===== config.mk =====
export PLATFORM = sky130hd
export DESIGN_NAME = gyro_handling_detector
export DESIGN_NICKNAME = d
export VERILOG_FILES = /design/src/ghd_pkg.sv /design/src/ghd_isqrt.sv /design/src/gyro_handling_detector.sv
export SDC_FILE = /design/constraint.sdc
export NUM_CORES = 2
export LEC_CHECK = 0
export ABC_AREA = 1
export BUFFER_PORTS_ARGS = -buffer_cell sky130_fd_sc_hd__buf_4
export CAP_MARGIN = 10
export CORE_ASPECT_RATIO = 1.5
export CORE_MARGIN = 1.5
export CORE_UTILIZATION = 40
export DETAILED_ROUTE_END_ITERATION = 10
export GPL_TIMING_DRIVEN = 0
export MAX_ROUTING_LAYER = met4
export PLACE_DENSITY = 0.69
export SLEW_MARGIN = 10
export SYNTH_ARGS = -nofsm -noshare
export SYNTH_HDL_FRONTEND = slang
export SYNTH_SLANG_ARGS = --single-unit

===== constraint.sdc =====
create_clock -name clk -period 7.55 [get_ports clk]
set_input_delay 0.755 -clock clk [delete_from_list [all_inputs] [get_ports clk]]
set_output_delay 0.755 -clock clk [all_outputs]
set_load 0.02 [all_outputs]

===== src/ghd_pkg.sv =====
// Shared types and constants for the gyro handling detector.
// No dependencies; used by ghd_isqrt and gyro_handling_detector.
`default_nettype none

package ghd_pkg;

	localparam int unsigned ENERGY_W  = 24;
	localparam int unsigned TIME_W    = 32;
	localparam int unsigned RATE_W    = 16;
	localparam int unsigned SQSUM_W   = 32;
	localparam int unsigned ROOT_W    = 16;
	localparam int unsigned COEF_W    = 16;
	localparam int unsigned PROD_W    = ENERGY_W + COEF_W;
	localparam int unsigned IN_DATA_W  = 88;
	localparam int unsigned OUT_DATA_W = 32;
	localparam int unsigned ADDR_W    = 5;

	localparam logic [TIME_W-1:0] SAMPLE_GAP_MS      = 32'd40;
	localparam logic [TIME_W-1:0] FIRE_COOLDOWN_MS   = 32'd3000;
	localparam logic [TIME_W-1:0] SPEECH_COOLDOWN_MS = 32'd15000;

	// Q0.16 coefficients, truncated
	localparam logic [COEF_W-1:0] COEF_KEEP  = 16'd52428;
	localparam logic [COEF_W-1:0] COEF_NEW   = 16'd13107;
	localparam logic [COEF_W-1:0] COEF_DECAY = 16'd45875;

	localparam logic [ENERGY_W-1:0] ENERGY_MAX = 24'hFFFFFF;

	localparam logic [3:0] SENS_MIN   = 4'd1;
	localparam logic [3:0] SENS_MAX   = 4'd10;
	localparam logic [3:0] SENS_RESET = 4'd5;

	// Register indexes (byte address / 4)
	localparam logic [2:0] REG_SENSOR_PRESENT = 3'd0;
	localparam logic [2:0] REG_ENABLE         = 3'd1;
	localparam logic [2:0] REG_SENSITIVITY    = 3'd2;
	localparam logic [2:0] REG_SPEAK_ON_TRIG  = 3'd3;
	localparam logic [2:0] REG_HAS_PHRASES    = 3'd4;

	typedef enum logic [3:0] {
		ST_IDLE,
		ST_GATE,
		ST_DECAY,
		ST_DECAY_WB,
		ST_MUL_X,
		ST_MUL_Y,
		ST_MUL_Z,
		ST_SUM_Z,
		ST_ROOT_GO,
		ST_ROOT_WAIT,
		ST_KEEP,
		ST_NEW,
		ST_ADD,
		ST_CHECK,
		ST_OUT
	} state_t;

	typedef enum logic [2:0] {
		MS_NONE,
		MS_SQ_X,
		MS_SQ_Y,
		MS_SQ_Z,
		MS_KEEP,
		MS_NEW,
		MS_DECAY
	} mul_sel_t;

	typedef struct packed {
		logic     in_ready;
		logic     mul_en;
		mul_sel_t mul_sel;
		logic     sqrt_start;
	} ctl_t;

	// Trigger threshold in energy units: (285 - 25*level) << 12
	function automatic logic [ENERGY_W-1:0] threshold(input logic [3:0] level);
		logic [8:0] dps;
		dps = 9'd285 - (9'(level) * 9'd25);
		return {3'b000, dps, 12'h000};
	endfunction

endpackage

`default_nettype wire


===== src/ghd_isqrt.sv =====
// Iterative integer square root, one result bit per cycle.
// Depends on ghd_pkg for widths.
`default_nettype none

module ghd_isqrt (
	input  wire logic                          clk,
	input  wire logic                          arst_n,
	input  wire logic                          start,
	input  wire logic [ghd_pkg::SQSUM_W-1:0]   radicand,
	output logic                               done,
	output logic      [ghd_pkg::ROOT_W-1:0]    root
);

	localparam int unsigned REM_W = ghd_pkg::ROOT_W + 1;
	localparam int unsigned CNT_W = $clog2(ghd_pkg::ROOT_W);

	logic                         busy_q;
	logic                         done_q;
	logic [CNT_W-1:0]             cnt_q;
	logic [ghd_pkg::SQSUM_W-1:0]  rad_q;
	logic [REM_W-1:0]             rem_q;
	logic [ghd_pkg::ROOT_W-1:0]   root_q;

	logic [REM_W+1:0]             rem_sh;
	logic [REM_W+1:0]             trial;
	logic                         fits;

	always_comb begin
		rem_sh = {rem_q, rad_q[ghd_pkg::SQSUM_W-1 -: 2]};
		trial  = {1'b0, root_q, 2'b01};
		fits   = rem_sh >= trial;
	end

	always_ff @(posedge clk or negedge arst_n) begin
		if (!arst_n) begin
			busy_q <= 1'b0;
			done_q <= 1'b0;
			cnt_q  <= '0;
		end else begin
			done_q <= 1'b0;
			if (start) begin
				busy_q <= 1'b1;
				cnt_q  <= '0;
			end else if (busy_q) begin
				cnt_q <= cnt_q + 1'b1;
				if (cnt_q == CNT_W'(ghd_pkg::ROOT_W - 1)) begin
					busy_q <= 1'b0;
					done_q <= 1'b1;
				end
			end
		end
	end

	always_ff @(posedge clk) begin
		if (start) begin
			rad_q  <= radicand;
			rem_q  <= '0;
			root_q <= '0;
		end else if (busy_q) begin
			rad_q <= {rad_q[ghd_pkg::SQSUM_W-3:0], 2'b00};
			if (fits) begin
				rem_q  <= REM_W'(rem_sh - trial);
				root_q <= {root_q[ghd_pkg::ROOT_W-2:0], 1'b1};
			end else begin
				rem_q  <= rem_sh[REM_W-1:0];
				root_q <= {root_q[ghd_pkg::ROOT_W-2:0], 1'b0};
			end
		end
	end

	assign done = done_q;
	assign root = root_q;

endmodule

`default_nettype wire


===== src/gyro_handling_detector.sv =====
// Gyro handling detector: gates timestamped gyro samples, low-passes motion
// energy and fires a reaction. Depends on ghd_pkg and ghd_isqrt.
//
// Usage:
//  Input beats arrive on s_axis_* (one sample each), one result beat per input
//  beat leaves on m_axis_*. Settings are written over the APB port while idle.
//  A sample is held in the block while one 24x16 multiplier and a bit-serial
//  square root work on it; s_axis_tready is high only in the idle state.
//  A skipped or disabled sample goes from the gate state to the output state;
//  a decay-only sample passes the decay states; a full filter update runs the
//  squares, the square root iterations and the filter update steps.
//  A new sample is taken only once the last result is in the output register.
//  The result sits in an output register: the next sample is accepted while
//  it waits, and that sample's result is held back until the register is
//  taken, so a stalled receiver stalls the input after at most one sample.
//  Reset clears energy, all timestamps and the output valid flag and loads the
//  default settings (sensor present, enabled, sensitivity 5, speak on
//  trigger, phrases available).
`default_nettype none

module gyro_handling_detector (
	input  wire logic                             clk,
	input  wire logic                             arst_n,
	// now_ms[31:0], rate_x[47:32], rate_y[63:48], rate_z[79:64], rate_ok[80],
	// camera_busy[81], gesture_active[82], speaking[83], ai_mode[84],
	// offline[85], zero pad[87:86]
	input  wire logic [ghd_pkg::IN_DATA_W-1:0]    s_axis_tdata,
	input  wire logic                             s_axis_tvalid,
	output logic                                  s_axis_tready,
	// sample_taken[0], fired[1], speak_request[2], energy_level[26:3],
	// zero pad[31:27]
	output logic      [ghd_pkg::OUT_DATA_W-1:0]   m_axis_tdata,
	output logic                                  m_axis_tvalid,
	input  wire logic                             m_axis_tready,
	input  wire logic                             psel,
	input  wire logic                             penable,
	input  wire logic                             pwrite,
	input  wire logic [ghd_pkg::ADDR_W-1:0]       paddr,
	input  wire logic [31:0]                      pwdata,
	output logic      [31:0]                      prdata,
	output logic                                  pready
);

	localparam int unsigned EW = ghd_pkg::ENERGY_W;
	localparam int unsigned TW = ghd_pkg::TIME_W;
	localparam int unsigned RW = ghd_pkg::RATE_W;

	// configuration
	logic       sensor_present_q;
	logic       enable_q;
	logic [3:0] sensitivity_q;
	logic       speak_on_trig_q;
	logic       has_phrases_q;

	logic       cfg_wr;
	logic [2:0] cfg_idx;
	logic [3:0] sens_clamped;

	// state
	logic [TW-1:0] last_sample_q;
	logic [TW-1:0] last_fire_q;
	logic [TW-1:0] last_speech_q;
	logic [EW-1:0] energy_q;

	// held sample
	logic [TW-1:0] now_q;
	logic [RW-1:0] abs_x_q;
	logic [RW-1:0] abs_y_q;
	logic [RW-1:0] abs_z_q;
	logic          rate_ok_q;
	logic          camera_busy_q;
	logic          gesture_q;
	logic          speaking_q;
	logic          ai_mode_q;
	logic          offline_q;

	// work registers
	logic [ghd_pkg::PROD_W-1:0]  prod_q;
	logic [ghd_pkg::SQSUM_W-1:0] sum_q;
	logic [EW:0]                 acc_q;
	logic [ghd_pkg::ROOT_W-1:0]  root_q;
	logic                        taken_q;
	logic                        fired_q;
	logic                        speak_q;

	// output register
	logic                           m_valid_q;
	logic [ghd_pkg::OUT_DATA_W-1:0] m_data_q;

	ghd_pkg::state_t state_q;
	ghd_pkg::state_t state_d;
	ghd_pkg::ctl_t   ctl;

	logic                        in_accept;
	logic                        out_load;
	logic                        gate_ok;
	logic [EW-1:0]               mul_a;
	logic [ghd_pkg::COEF_W-1:0]  mul_b;
	logic                        sqrt_done;
	logic [ghd_pkg::ROOT_W-1:0]  sqrt_root;
	logic [EW-1:0]               e_sat;
	logic                        fire_ok;
	logic                        speak_ok;

	function automatic logic [RW-1:0] abs16(input logic [RW-1:0] v);
		return v[RW-1] ? RW'(~v + 1'b1) : v;
	endfunction

	// ---------------- configuration port ----------------
	assign pready  = 1'b1;
	assign cfg_wr  = psel && penable && pwrite;
	assign cfg_idx = paddr[ghd_pkg::ADDR_W-1:2];

	always_comb begin
		sens_clamped = pwdata[3:0];
		if (sens_clamped < ghd_pkg::SENS_MIN) begin
			sens_clamped = ghd_pkg::SENS_MIN;
		end
		if (sens_clamped > ghd_pkg::SENS_MAX) begin
			sens_clamped = ghd_pkg::SENS_MAX;
		end
	end

	always_ff @(posedge clk or negedge arst_n) begin
		if (!arst_n) begin
			sensor_present_q <= 1'b1;
			enable_q         <= 1'b1;
			sensitivity_q    <= ghd_pkg::SENS_RESET;
			speak_on_trig_q  <= 1'b1;
			has_phrases_q    <= 1'b1;
		end else if (cfg_wr) begin
			case (cfg_idx)
				ghd_pkg::REG_SENSOR_PRESENT: sensor_present_q <= pwdata[0];
				ghd_pkg::REG_ENABLE:         enable_q         <= pwdata[0];
				ghd_pkg::REG_SENSITIVITY:    sensitivity_q    <= sens_clamped;
				ghd_pkg::REG_SPEAK_ON_TRIG:  speak_on_trig_q  <= pwdata[0];
				ghd_pkg::REG_HAS_PHRASES:    has_phrases_q    <= pwdata[0];
				default: ;
			endcase
		end
	end

	always_comb begin
		case (cfg_idx)
			ghd_pkg::REG_SENSOR_PRESENT: prdata = {31'd0, sensor_present_q};
			ghd_pkg::REG_ENABLE:         prdata = {31'd0, enable_q};
			ghd_pkg::REG_SENSITIVITY:    prdata = {28'd0, sensitivity_q};
			ghd_pkg::REG_SPEAK_ON_TRIG:  prdata = {31'd0, speak_on_trig_q};
			ghd_pkg::REG_HAS_PHRASES:    prdata = {31'd0, has_phrases_q};
			default:                     prdata = 32'd0;
		endcase
	end

	// ---------------- sequencer ----------------
	assign in_accept = s_axis_tvalid && ctl.in_ready;
	assign out_load  = (state_q == ghd_pkg::ST_OUT) && (!m_valid_q || m_axis_tready);
	assign gate_ok   = sensor_present_q && !camera_busy_q
		&& ((now_q - last_sample_q) >= ghd_pkg::SAMPLE_GAP_MS);

	always_comb begin
		state_d = state_q;
		case (state_q)
			ghd_pkg::ST_IDLE: begin
				if (in_accept) state_d = ghd_pkg::ST_GATE;
			end
			ghd_pkg::ST_GATE: begin
				if (!gate_ok || !enable_q) begin
					state_d = ghd_pkg::ST_OUT;
				end else if (gesture_q || speaking_q) begin
					state_d = ghd_pkg::ST_DECAY;
				end else if (rate_ok_q) begin
					state_d = ghd_pkg::ST_MUL_X;
				end else begin
					state_d = ghd_pkg::ST_OUT;
				end
			end
			ghd_pkg::ST_DECAY:     state_d = ghd_pkg::ST_DECAY_WB;
			ghd_pkg::ST_DECAY_WB:  state_d = ghd_pkg::ST_OUT;
			ghd_pkg::ST_MUL_X:     state_d = ghd_pkg::ST_MUL_Y;
			ghd_pkg::ST_MUL_Y:     state_d = ghd_pkg::ST_MUL_Z;
			ghd_pkg::ST_MUL_Z:     state_d = ghd_pkg::ST_SUM_Z;
			ghd_pkg::ST_SUM_Z:     state_d = ghd_pkg::ST_ROOT_GO;
			ghd_pkg::ST_ROOT_GO:   state_d = ghd_pkg::ST_ROOT_WAIT;
			ghd_pkg::ST_ROOT_WAIT: begin
				if (sqrt_done) state_d = ghd_pkg::ST_KEEP;
			end
			ghd_pkg::ST_KEEP:      state_d = ghd_pkg::ST_NEW;
			ghd_pkg::ST_NEW:       state_d = ghd_pkg::ST_ADD;
			ghd_pkg::ST_ADD:       state_d = ghd_pkg::ST_CHECK;
			ghd_pkg::ST_CHECK:     state_d = ghd_pkg::ST_OUT;
			ghd_pkg::ST_OUT: begin
				if (out_load) state_d = ghd_pkg::ST_IDLE;
			end
			default:               state_d = ghd_pkg::ST_IDLE;
		endcase
	end

	always_comb begin
		ctl.in_ready   = 1'b0;
		ctl.mul_en     = 1'b0;
		ctl.mul_sel    = ghd_pkg::MS_NONE;
		ctl.sqrt_start = 1'b0;
		case (state_q)
			ghd_pkg::ST_IDLE:    ctl.in_ready   = 1'b1;
			ghd_pkg::ST_DECAY: begin
				ctl.mul_en  = 1'b1;
				ctl.mul_sel = ghd_pkg::MS_DECAY;
			end
			ghd_pkg::ST_MUL_X: begin
				ctl.mul_en  = 1'b1;
				ctl.mul_sel = ghd_pkg::MS_SQ_X;
			end
			ghd_pkg::ST_MUL_Y: begin
				ctl.mul_en  = 1'b1;
				ctl.mul_sel = ghd_pkg::MS_SQ_Y;
			end
			ghd_pkg::ST_MUL_Z: begin
				ctl.mul_en  = 1'b1;
				ctl.mul_sel = ghd_pkg::MS_SQ_Z;
			end
			ghd_pkg::ST_ROOT_GO: ctl.sqrt_start = 1'b1;
			ghd_pkg::ST_KEEP: begin
				ctl.mul_en  = 1'b1;
				ctl.mul_sel = ghd_pkg::MS_KEEP;
			end
			ghd_pkg::ST_NEW: begin
				ctl.mul_en  = 1'b1;
				ctl.mul_sel = ghd_pkg::MS_NEW;
			end
			default: ;
		endcase
	end

	always_ff @(posedge clk or negedge arst_n) begin
		if (!arst_n) begin
			state_q <= ghd_pkg::ST_IDLE;
		end else begin
			state_q <= state_d;
		end
	end

	assign s_axis_tready = ctl.in_ready;

	// ---------------- shared multiplier ----------------
	always_comb begin
		case (ctl.mul_sel)
			ghd_pkg::MS_SQ_X: begin
				mul_a = EW'(abs_x_q);
				mul_b = abs_x_q;
			end
			ghd_pkg::MS_SQ_Y: begin
				mul_a = EW'(abs_y_q);
				mul_b = abs_y_q;
			end
			ghd_pkg::MS_SQ_Z: begin
				mul_a = EW'(abs_z_q);
				mul_b = abs_z_q;
			end
			ghd_pkg::MS_KEEP: begin
				mul_a = energy_q;
				mul_b = ghd_pkg::COEF_KEEP;
			end
			ghd_pkg::MS_NEW: begin
				mul_a = {root_q, 8'h00};
				mul_b = ghd_pkg::COEF_NEW;
			end
			ghd_pkg::MS_DECAY: begin
				mul_a = energy_q;
				mul_b = ghd_pkg::COEF_DECAY;
			end
			default: begin
				mul_a = '0;
				mul_b = '0;
			end
		endcase
	end

	always_ff @(posedge clk) begin
		if (ctl.mul_en) begin
			prod_q <= ghd_pkg::PROD_W'(mul_a) * ghd_pkg::PROD_W'(mul_b);
		end
	end

	ghd_isqrt u_isqrt (
		.clk      (clk),
		.arst_n   (arst_n),
		.start    (ctl.sqrt_start),
		.radicand (sum_q),
		.done     (sqrt_done),
		.root     (sqrt_root)
	);

	// ---------------- datapath ----------------
	always_comb begin
		e_sat    = acc_q[EW] ? ghd_pkg::ENERGY_MAX : acc_q[EW-1:0];
		fire_ok  = (e_sat > ghd_pkg::threshold(sensitivity_q)) && ai_mode_q
			&& ((now_q - last_fire_q) >= ghd_pkg::FIRE_COOLDOWN_MS);
		speak_ok = speak_on_trig_q && has_phrases_q && !offline_q
			&& ((now_q - last_speech_q) > ghd_pkg::SPEECH_COOLDOWN_MS);
	end

	// held sample and scratch values
	always_ff @(posedge clk) begin
		if (in_accept) begin
			now_q         <= s_axis_tdata[31:0];
			abs_x_q       <= abs16(s_axis_tdata[47:32]);
			abs_y_q       <= abs16(s_axis_tdata[63:48]);
			abs_z_q       <= abs16(s_axis_tdata[79:64]);
			rate_ok_q     <= s_axis_tdata[80];
			camera_busy_q <= s_axis_tdata[81];
			gesture_q     <= s_axis_tdata[82];
			speaking_q    <= s_axis_tdata[83];
			ai_mode_q     <= s_axis_tdata[84];
			offline_q     <= s_axis_tdata[85];
		end
		case (state_q)
			ghd_pkg::ST_MUL_Y: sum_q <= prod_q[ghd_pkg::SQSUM_W-1:0];
			ghd_pkg::ST_MUL_Z: sum_q <= sum_q + prod_q[ghd_pkg::SQSUM_W-1:0];
			ghd_pkg::ST_SUM_Z: sum_q <= sum_q + prod_q[ghd_pkg::SQSUM_W-1:0];
			ghd_pkg::ST_NEW:   acc_q <= {1'b0, prod_q[ghd_pkg::PROD_W-1 -: EW]};
			ghd_pkg::ST_ADD:   acc_q <= acc_q + {1'b0, prod_q[ghd_pkg::PROD_W-1 -: EW]};
			default: ;
		endcase
		if (sqrt_done) begin
			root_q <= sqrt_root;
		end
	end

	// persistent state and per-sample flags
	always_ff @(posedge clk or negedge arst_n) begin
		if (!arst_n) begin
			last_sample_q <= '0;
			last_fire_q   <= '0;
			last_speech_q <= '0;
			energy_q      <= '0;
			taken_q       <= 1'b0;
			fired_q       <= 1'b0;
			speak_q       <= 1'b0;
		end else begin
			case (state_q)
				ghd_pkg::ST_IDLE: begin
					if (in_accept) begin
						taken_q <= 1'b0;
						fired_q <= 1'b0;
						speak_q <= 1'b0;
					end
				end
				ghd_pkg::ST_GATE: begin
					if (gate_ok) begin
						taken_q       <= 1'b1;
						last_sample_q <= now_q;
						// speech restarts the fire cooldown unless a gesture wins
						if (enable_q && !gesture_q && speaking_q) begin
							last_fire_q <= now_q;
						end
					end
				end
				ghd_pkg::ST_DECAY_WB: energy_q <= prod_q[ghd_pkg::PROD_W-1 -: EW];
				ghd_pkg::ST_CHECK: begin
					if (fire_ok) begin
						fired_q     <= 1'b1;
						last_fire_q <= now_q;
						energy_q    <= '0;
						if (speak_ok) begin
							speak_q       <= 1'b1;
							last_speech_q <= now_q;
						end
					end else begin
						energy_q <= e_sat;
					end
				end
				default: ;
			endcase
		end
	end

	// ---------------- output register ----------------
	always_ff @(posedge clk or negedge arst_n) begin
		if (!arst_n) begin
			m_valid_q <= 1'b0;
		end else if (out_load) begin
			m_valid_q <= 1'b1;
		end else if (m_axis_tready) begin
			m_valid_q <= 1'b0;
		end
	end

	always_ff @(posedge clk) begin
		if (out_load) begin
			m_data_q <= {5'd0, energy_q, speak_q, fired_q, taken_q};
		end
	end

	assign m_axis_tvalid = m_valid_q;
	assign m_axis_tdata  = m_data_q;

	// ---------------- assertions ----------------
	a_fire_needs_take: assert property (@(posedge clk) disable iff (!arst_n)
		m_axis_tvalid && m_axis_tdata[1] |-> m_axis_tdata[0])
		else $error("fired without a taken sample");

	a_speak_needs_fire: assert property (@(posedge clk) disable iff (!arst_n)
		m_axis_tvalid && m_axis_tdata[2] |-> m_axis_tdata[1])
		else $error("speak request without a fire");

	a_fire_clears: assert property (@(posedge clk) disable iff (!arst_n)
		m_axis_tvalid && m_axis_tdata[1] |-> m_axis_tdata[26:3] == '0)
		else $error("energy not cleared on fire");

	a_sens_range: assert property (@(posedge clk) disable iff (!arst_n)
		sensitivity_q >= ghd_pkg::SENS_MIN && sensitivity_q <= ghd_pkg::SENS_MAX)
		else $error("sensitivity out of range");

	a_one_at_a_time: assert property (@(posedge clk) disable iff (!arst_n)
		s_axis_tvalid && s_axis_tready |=> !s_axis_tready)
		else $error("second sample accepted while busy");

endmodule

`default_nettype wire

==> impl_metrics.prom <==
# TYPE chip_impl_metric gauge
chip_impl_metric{name="postSynthRegisterBits",unit=""} 433
chip_impl_metric{name="ys.warnings.count",unit=""} 0
chip_impl_metric{name="final_instance_count_excl_fillers",unit=""} 7292
chip_impl_metric{name="timing.final.max_slew_violations",unit=""} 0
chip_impl_metric{name="numPlacedInstances",unit=""} 7083
chip_impl_metric{name="place_hpwl",unit="mm"} 108
chip_impl_metric{name="die_area",unit="mm2"} 0.107
chip_impl_metric{name="whs",unit="ns"} 0.286
chip_impl_metric{name="final_nets",unit=""} 6609
chip_impl_metric{name="io_buffers",unit=""} 129
chip_impl_metric{name="cpPeakStageDelay",unit="ns"} 0.61
chip_impl_metric{name="grt_first_pass_wirelength",unit="mm"} 205
chip_impl_info{name="critical-path-slowest-cell",value="sky130_fd_sc_hd__fa_1"} 1
chip_impl_metric{name="grt_start_max_net_pins",unit=""} 106
chip_impl_metric{name="antenna_found_initial",unit=""} 2
chip_impl_info{name="hold_class",value="in -> reg"} 1
chip_impl_metric{name="worst-slew-pin-transition",unit="ns"} 1.03
chip_impl_metric{name="power_frac_comb",unit="%"} 68.0
chip_impl_metric{name="crit_path_max_fanout",unit=""} 5
chip_impl_metric{name="grt_remaining_overflow",unit=""} 0
chip_impl_metric{name="finClkSkew",unit="ns"} 0.0519
chip_impl_metric{name="synth.yosys.seq_area_share",unit="%"} 28.5
chip_impl_metric{name="drt_first_pass_iters",unit=""} 6
chip_impl_metric{name="placement_rows",unit=""} 145
chip_impl_metric{name="cap_viol_max_count",unit=""} 0
chip_impl_metric{name="vias_per_cell",unit=""} 5.09
chip_impl_metric{name="maxSlewHeadroom",unit="%"} 31.5
chip_impl_metric{name="design_area",unit="mm2"} 0.0489
chip_impl_info{name="worst_setup_path_end_kind",value="flip-flop"} 1
chip_impl_metric{name="internal-power",unit="mW"} 10.4
chip_impl_info{name="ys.flop_type",value="sky130_fd_sc_hd__edfxtp_1"} 1
chip_impl_metric{name="place_congestion",unit=""} 0.980
chip_impl_info{name="timing_worst_setup_path_type",value="reg -> reg"} 1
chip_impl_metric{name="detailroute.via_count",unit=""} 37100
chip_impl_metric{name="cts-buffers-inserted",unit=""} 46
chip_impl_info{name="outcome",value="complete, no violations"} 1
chip_impl_metric{name="drtAntennaViolNets",unit=""} 0
chip_impl_metric{name="timing_hold_violations_final",unit=""} 0
chip_impl_metric{name="finalWorstPathRequiredPeriod",unit="ns"} 7.39
chip_impl_metric{name="grt_use_total",unit="%"} 25.8
chip_impl_metric{name="cts-root-to-sink-buffers",unit=""} 3
chip_impl_metric{name="critPathArrivalTime",unit="ns"} 7.75
chip_impl_info{name="critical_path.startpoint_type",value="flip-flop"} 1
chip_impl_metric{name="power_dissipated_by_switching_net_loads",unit="mW"} 10.8
chip_impl_metric{name="sw_frac_of_total",unit="%"} 50.8
chip_impl_metric{name="syn-mean-instance-area",unit="um2"} 7.61
chip_impl_metric{name="synth_edf_count",unit=""} 258
chip_impl_metric{name="data_required_time_of_the_worst_path",unit="ns"} 7.91
chip_impl_metric{name="grt_pass1_vias",unit=""} 37600
chip_impl_metric{name="die_width",unit="um"} 268
chip_impl_metric{name="fill_cells",unit=""} 10300
chip_impl_metric{name="cts.clk_slew.worst_paths",unit="ns"} 0.07
chip_impl_metric{name="ios",unit=""} 199
chip_impl_info{name="critPathMostFrequentCell",value="sky130_fd_sc_hd__fa_1"} 1
chip_impl_metric{name="powerDensity",unit="mW/mm2"} 434
chip_impl_metric{name="post_synth_inst_count",unit=""} 5518
chip_impl_metric{name="worst_ir_drop_vdd",unit="mV"} 0.270
chip_impl_metric{name="route.final.wire_length",unit="mm"} 134
chip_impl_metric{name="sequentialPowerShare",unit="%"} 20.6
chip_impl_metric{name="routedWlPerCell",unit="um"} 18.4
chip_impl_metric{name="async_flop_share",unit="%"} 32.8
chip_impl_metric{name="dpl-instance-area",unit="mm2"} 0.0451
chip_impl_metric{name="fp.dieH",unit="um"} 400
chip_impl_metric{name="tns",unit="ns"} 0
chip_impl_metric{name="remaining_drc_errors",unit=""} 0
chip_impl_metric{name="leakagePower",unit="nW"} 24.5
chip_impl_metric{name="totalPowerFinal",unit="mW"} 21.3
chip_impl_metric{name="htree_num_levels",unit=""} 2
chip_impl_metric{name="detailedRoute.firstIterationViolations",unit=""} 2694
chip_impl_metric{name="post_route_cells_drive_above_1_share",unit="%"} 12.2
chip_impl_metric{name="finalCritPeriodShare",unit="%"} 97.9
chip_impl_metric{name="finalSetupViolCount",unit=""} 0
chip_impl_metric{name="initial_core_util",unit="%"} 40.3
chip_impl_metric{name="tritoncts_num_sinks",unit=""} 433
chip_impl_info{name="clockRootBuffer",value="sky130_fd_sc_hd__clkbuf_16"} 1
chip_impl_metric{name="yosysUniqueCellTypes",unit=""} 64
chip_impl_metric{name="coreArea",unit="mm2"} 0.104
chip_impl_metric{name="total_standard_cell_area_after_synthesis",unit="mm2"} 0.0420
chip_impl_info{name="cts_tree",value="done"} 1
chip_impl_metric{name="syn_to_final_growth",unit="%"} 16.4
chip_impl_metric{name="clockPowerShare",unit="%"} 11.4
chip_impl_metric{name="clock_insertion_delay_worst_skew",unit="ns"} 0.64
chip_impl_metric{name="fmax",unit="GHz"} 0.135
[cells by family (layout without fill, tap and decap cells)]
logic type / Yosys count / in the layout / share of synthesized area [%]
simple gates: 2459 / 2459 / 24.3
buf+inv: 1255 / 1600 / 11.8
fa+ha+maj: 618 / 618 / 24.0
compound gates: 603 / 603 / 8.25
flops: 433 / 433 / 28.5
xor+xnor: 148 / 148 / 3.09
other cells: 2 / 35 / 0.0179
[state kept, by name, indices dropped and copies added, names as in the netlist, 17 cells and up]
name,cells
now_q,32
energy_q,24
m_axis_tdata,27
last_sample_q,32
prod_q,40
last_fire_q,32
acc_q,25
last_speech_q,32
u_isqrt.rem_q,17
u_isqrt.rad_q,32
sum_q,32
[cell usage after synthesis (5+ instances only)]
master                     number  area [um2]
sky130_fd_sc_hd__nand2_2       17         106
sky130_fd_sc_hd__nor3b_1       10        75.1
sky130_fd_sc_hd__xor2_1        86         753
sky130_fd_sc_hd__nor4_1        17         106
sky130_fd_sc_hd__nand3b_1      13        97.6
sky130_fd_sc_hd__edfxtp_1     258        7750
sky130_fd_sc_hd__o21bai_1      16         120
sky130_fd_sc_hd__a32o_1         9        90.1
sky130_fd_sc_hd__a21oi_1      284        1420
sky130_fd_sc_hd__clkinv_1      13        48.8
sky130_fd_sc_hd__xnor2_1       62         543
sky130_fd_sc_hd__and2_1         9        56.3
sky130_fd_sc_hd__buf_4         34         255
sky130_fd_sc_hd__inv_2         10        37.5
sky130_fd_sc_hd__o21a_1         8        60.1
sky130_fd_sc_hd__a21o_1        16         120
sky130_fd_sc_hd__nor2_1       486        1820
sky130_fd_sc_hd__nand2_1     1483        5570
sky130_fd_sc_hd__buf_6         14         158
sky130_fd_sc_hd__fa_1         313        6270
sky130_fd_sc_hd__buf_2         20         100
sky130_fd_sc_hd__nand4_1       97         607
sky130_fd_sc_hd__ha_1         305        3820
sky130_fd_sc_hd__a22o_1        10        87.6
sky130_fd_sc_hd__or2_2         27         169
sky130_fd_sc_hd__nand3_1      207        1040
sky130_fd_sc_hd__a211oi_1       6        45.0
sky130_fd_sc_hd__nor2_2        22         138
sky130_fd_sc_hd__o21ai_0      148         741
sky130_fd_sc_hd__o21ai_1       12        60.1
sky130_fd_sc_hd__clkbuf_1      61         229
sky130_fd_sc_hd__a22oi_1       17         128
sky130_fd_sc_hd__nor3_1        56         280
sky130_fd_sc_hd__o211ai_1       8        60.1
sky130_fd_sc_hd__a21oi_2       25         219
sky130_fd_sc_hd__dfrtp_1      136        3400
sky130_fd_sc_hd__inv_1       1097        4120
sky130_fd_sc_hd__dfstp_2        6         158
sky130_fd_sc_hd__dfxtp_1       33         661
sky130_fd_sc_hd__a31oi_1       24         150
sky130_fd_sc_hd__buf_1          5        18.8
[through the flow]
step           utilization [%]  setup WS, ns
2_1_floorplan                -         0.387
3_3_place_gp              43.1         -1.93
3_5_place_dp              43.3         -1.95
4_1_cts                   46.0       -0.0998
5_1_grt                   47.0       -0.0529
6_report                  47.0         0.160
[layer usage]
| metal | track usage, % | part of all wire (%) | up-vias |
|---|---|---|---|
| met1 | 26.9 | 36 | 17600 |
| li1 | - | - | 17900 |
| met3 | 2.62 | 5.3 | 406 |
| met2 | 46.8 | 51 | 1182 |
| met4 | 14.9 | 7.1 | 0 |
| met5 | - | 0 | - |
[power by group through the flow]
stage / Combinational [mW] / Clock, mW / Sequential [mW]
after global routing: 16.1 / 2.54 / 4.46
after floorplan: 9.30 / 0 / 4.11
after global placement: 12.5 / 0 / 4.43
after detailed placement: 12.7 / 0 / 4.38
after CTS: 13.5 / 2.46 / 4.36
final: 14.4 / 2.43 / 4.38
[layout make-up]
class                           instances  area, um2  share of cell area (%)
Antenna cell                            1       2.50                 0.00512
Buffer                                133       1020                    2.09
Clock buffer                           58       1280                    2.61
Clock inverter                         26        327                   0.668
Inverter                             1121       4280                    8.75
Multi-Input combinational cell       3862      26100                    53.3
Sequential cell                       433      12000                    24.5
Tap cell                             1396       1750                    3.57
Timing Repair Buffer                  261       2210                    4.52
Timing Repair inverter                  1       5.00                  0.0102
[placed cells by master (no fill, tap or decap), drive strengths merged, types with 17 or more instances in the layout]
master and n:
nor2 510, xnor2 62, nand4 97, dfxtp 33
clkinv 24, a22oi 17, nor3 58, clkbuf 104
conb 34, nand2 1504, a21oi 309, ha 305
or2 27, xor2 86, buf 347, edfxtp 258
dfrtp 136, inv 1115, fa 313, a31oi 24
o21ai 161, nand3 210, nor4 17
[critical path: cells and delay by family, from the launching register on]
kind,cells,cell delay [ns]
AOI/OAI and AO/OA,6,1.15
adders and majority gates,7,3.54
DFF,1,0.40
and+or+nand+nor,6,0.69
buffers and inverters,11,1.14
xor gates and xnor gates,1,0.21
[worst paths after layout]
path	end	depth (start not counted)	start	slack, ns
max	prod_q[38]	31	state_q[3]	0.16
max in group asynchronous	u_isqrt.done	3	arst_n	6.05
min reg2reg	m_axis_tdata[0]	0	taken_q	0.45
min	now_q[4]	1	s_axis_tdata[4]	0.29
max reg2reg	prod_q[38]	31	state_q[3]	0.16
min in group asynchronous	last_sample_q[7]	2	arst_n	0.59
[what timing repair did]
item | in CTS | in global routing
pin swaps | 28 | 66
hold endpoints to repair | 37 | 0
hold buffers | 1 | 0
endpoints found under the setup margin | 29 | 17
setup buffers | 52 | 69
gates resized for setup | 235 | 123
gates cloned | 0 | 3
No activity file was read; power rests on OpenSTA's default activity.
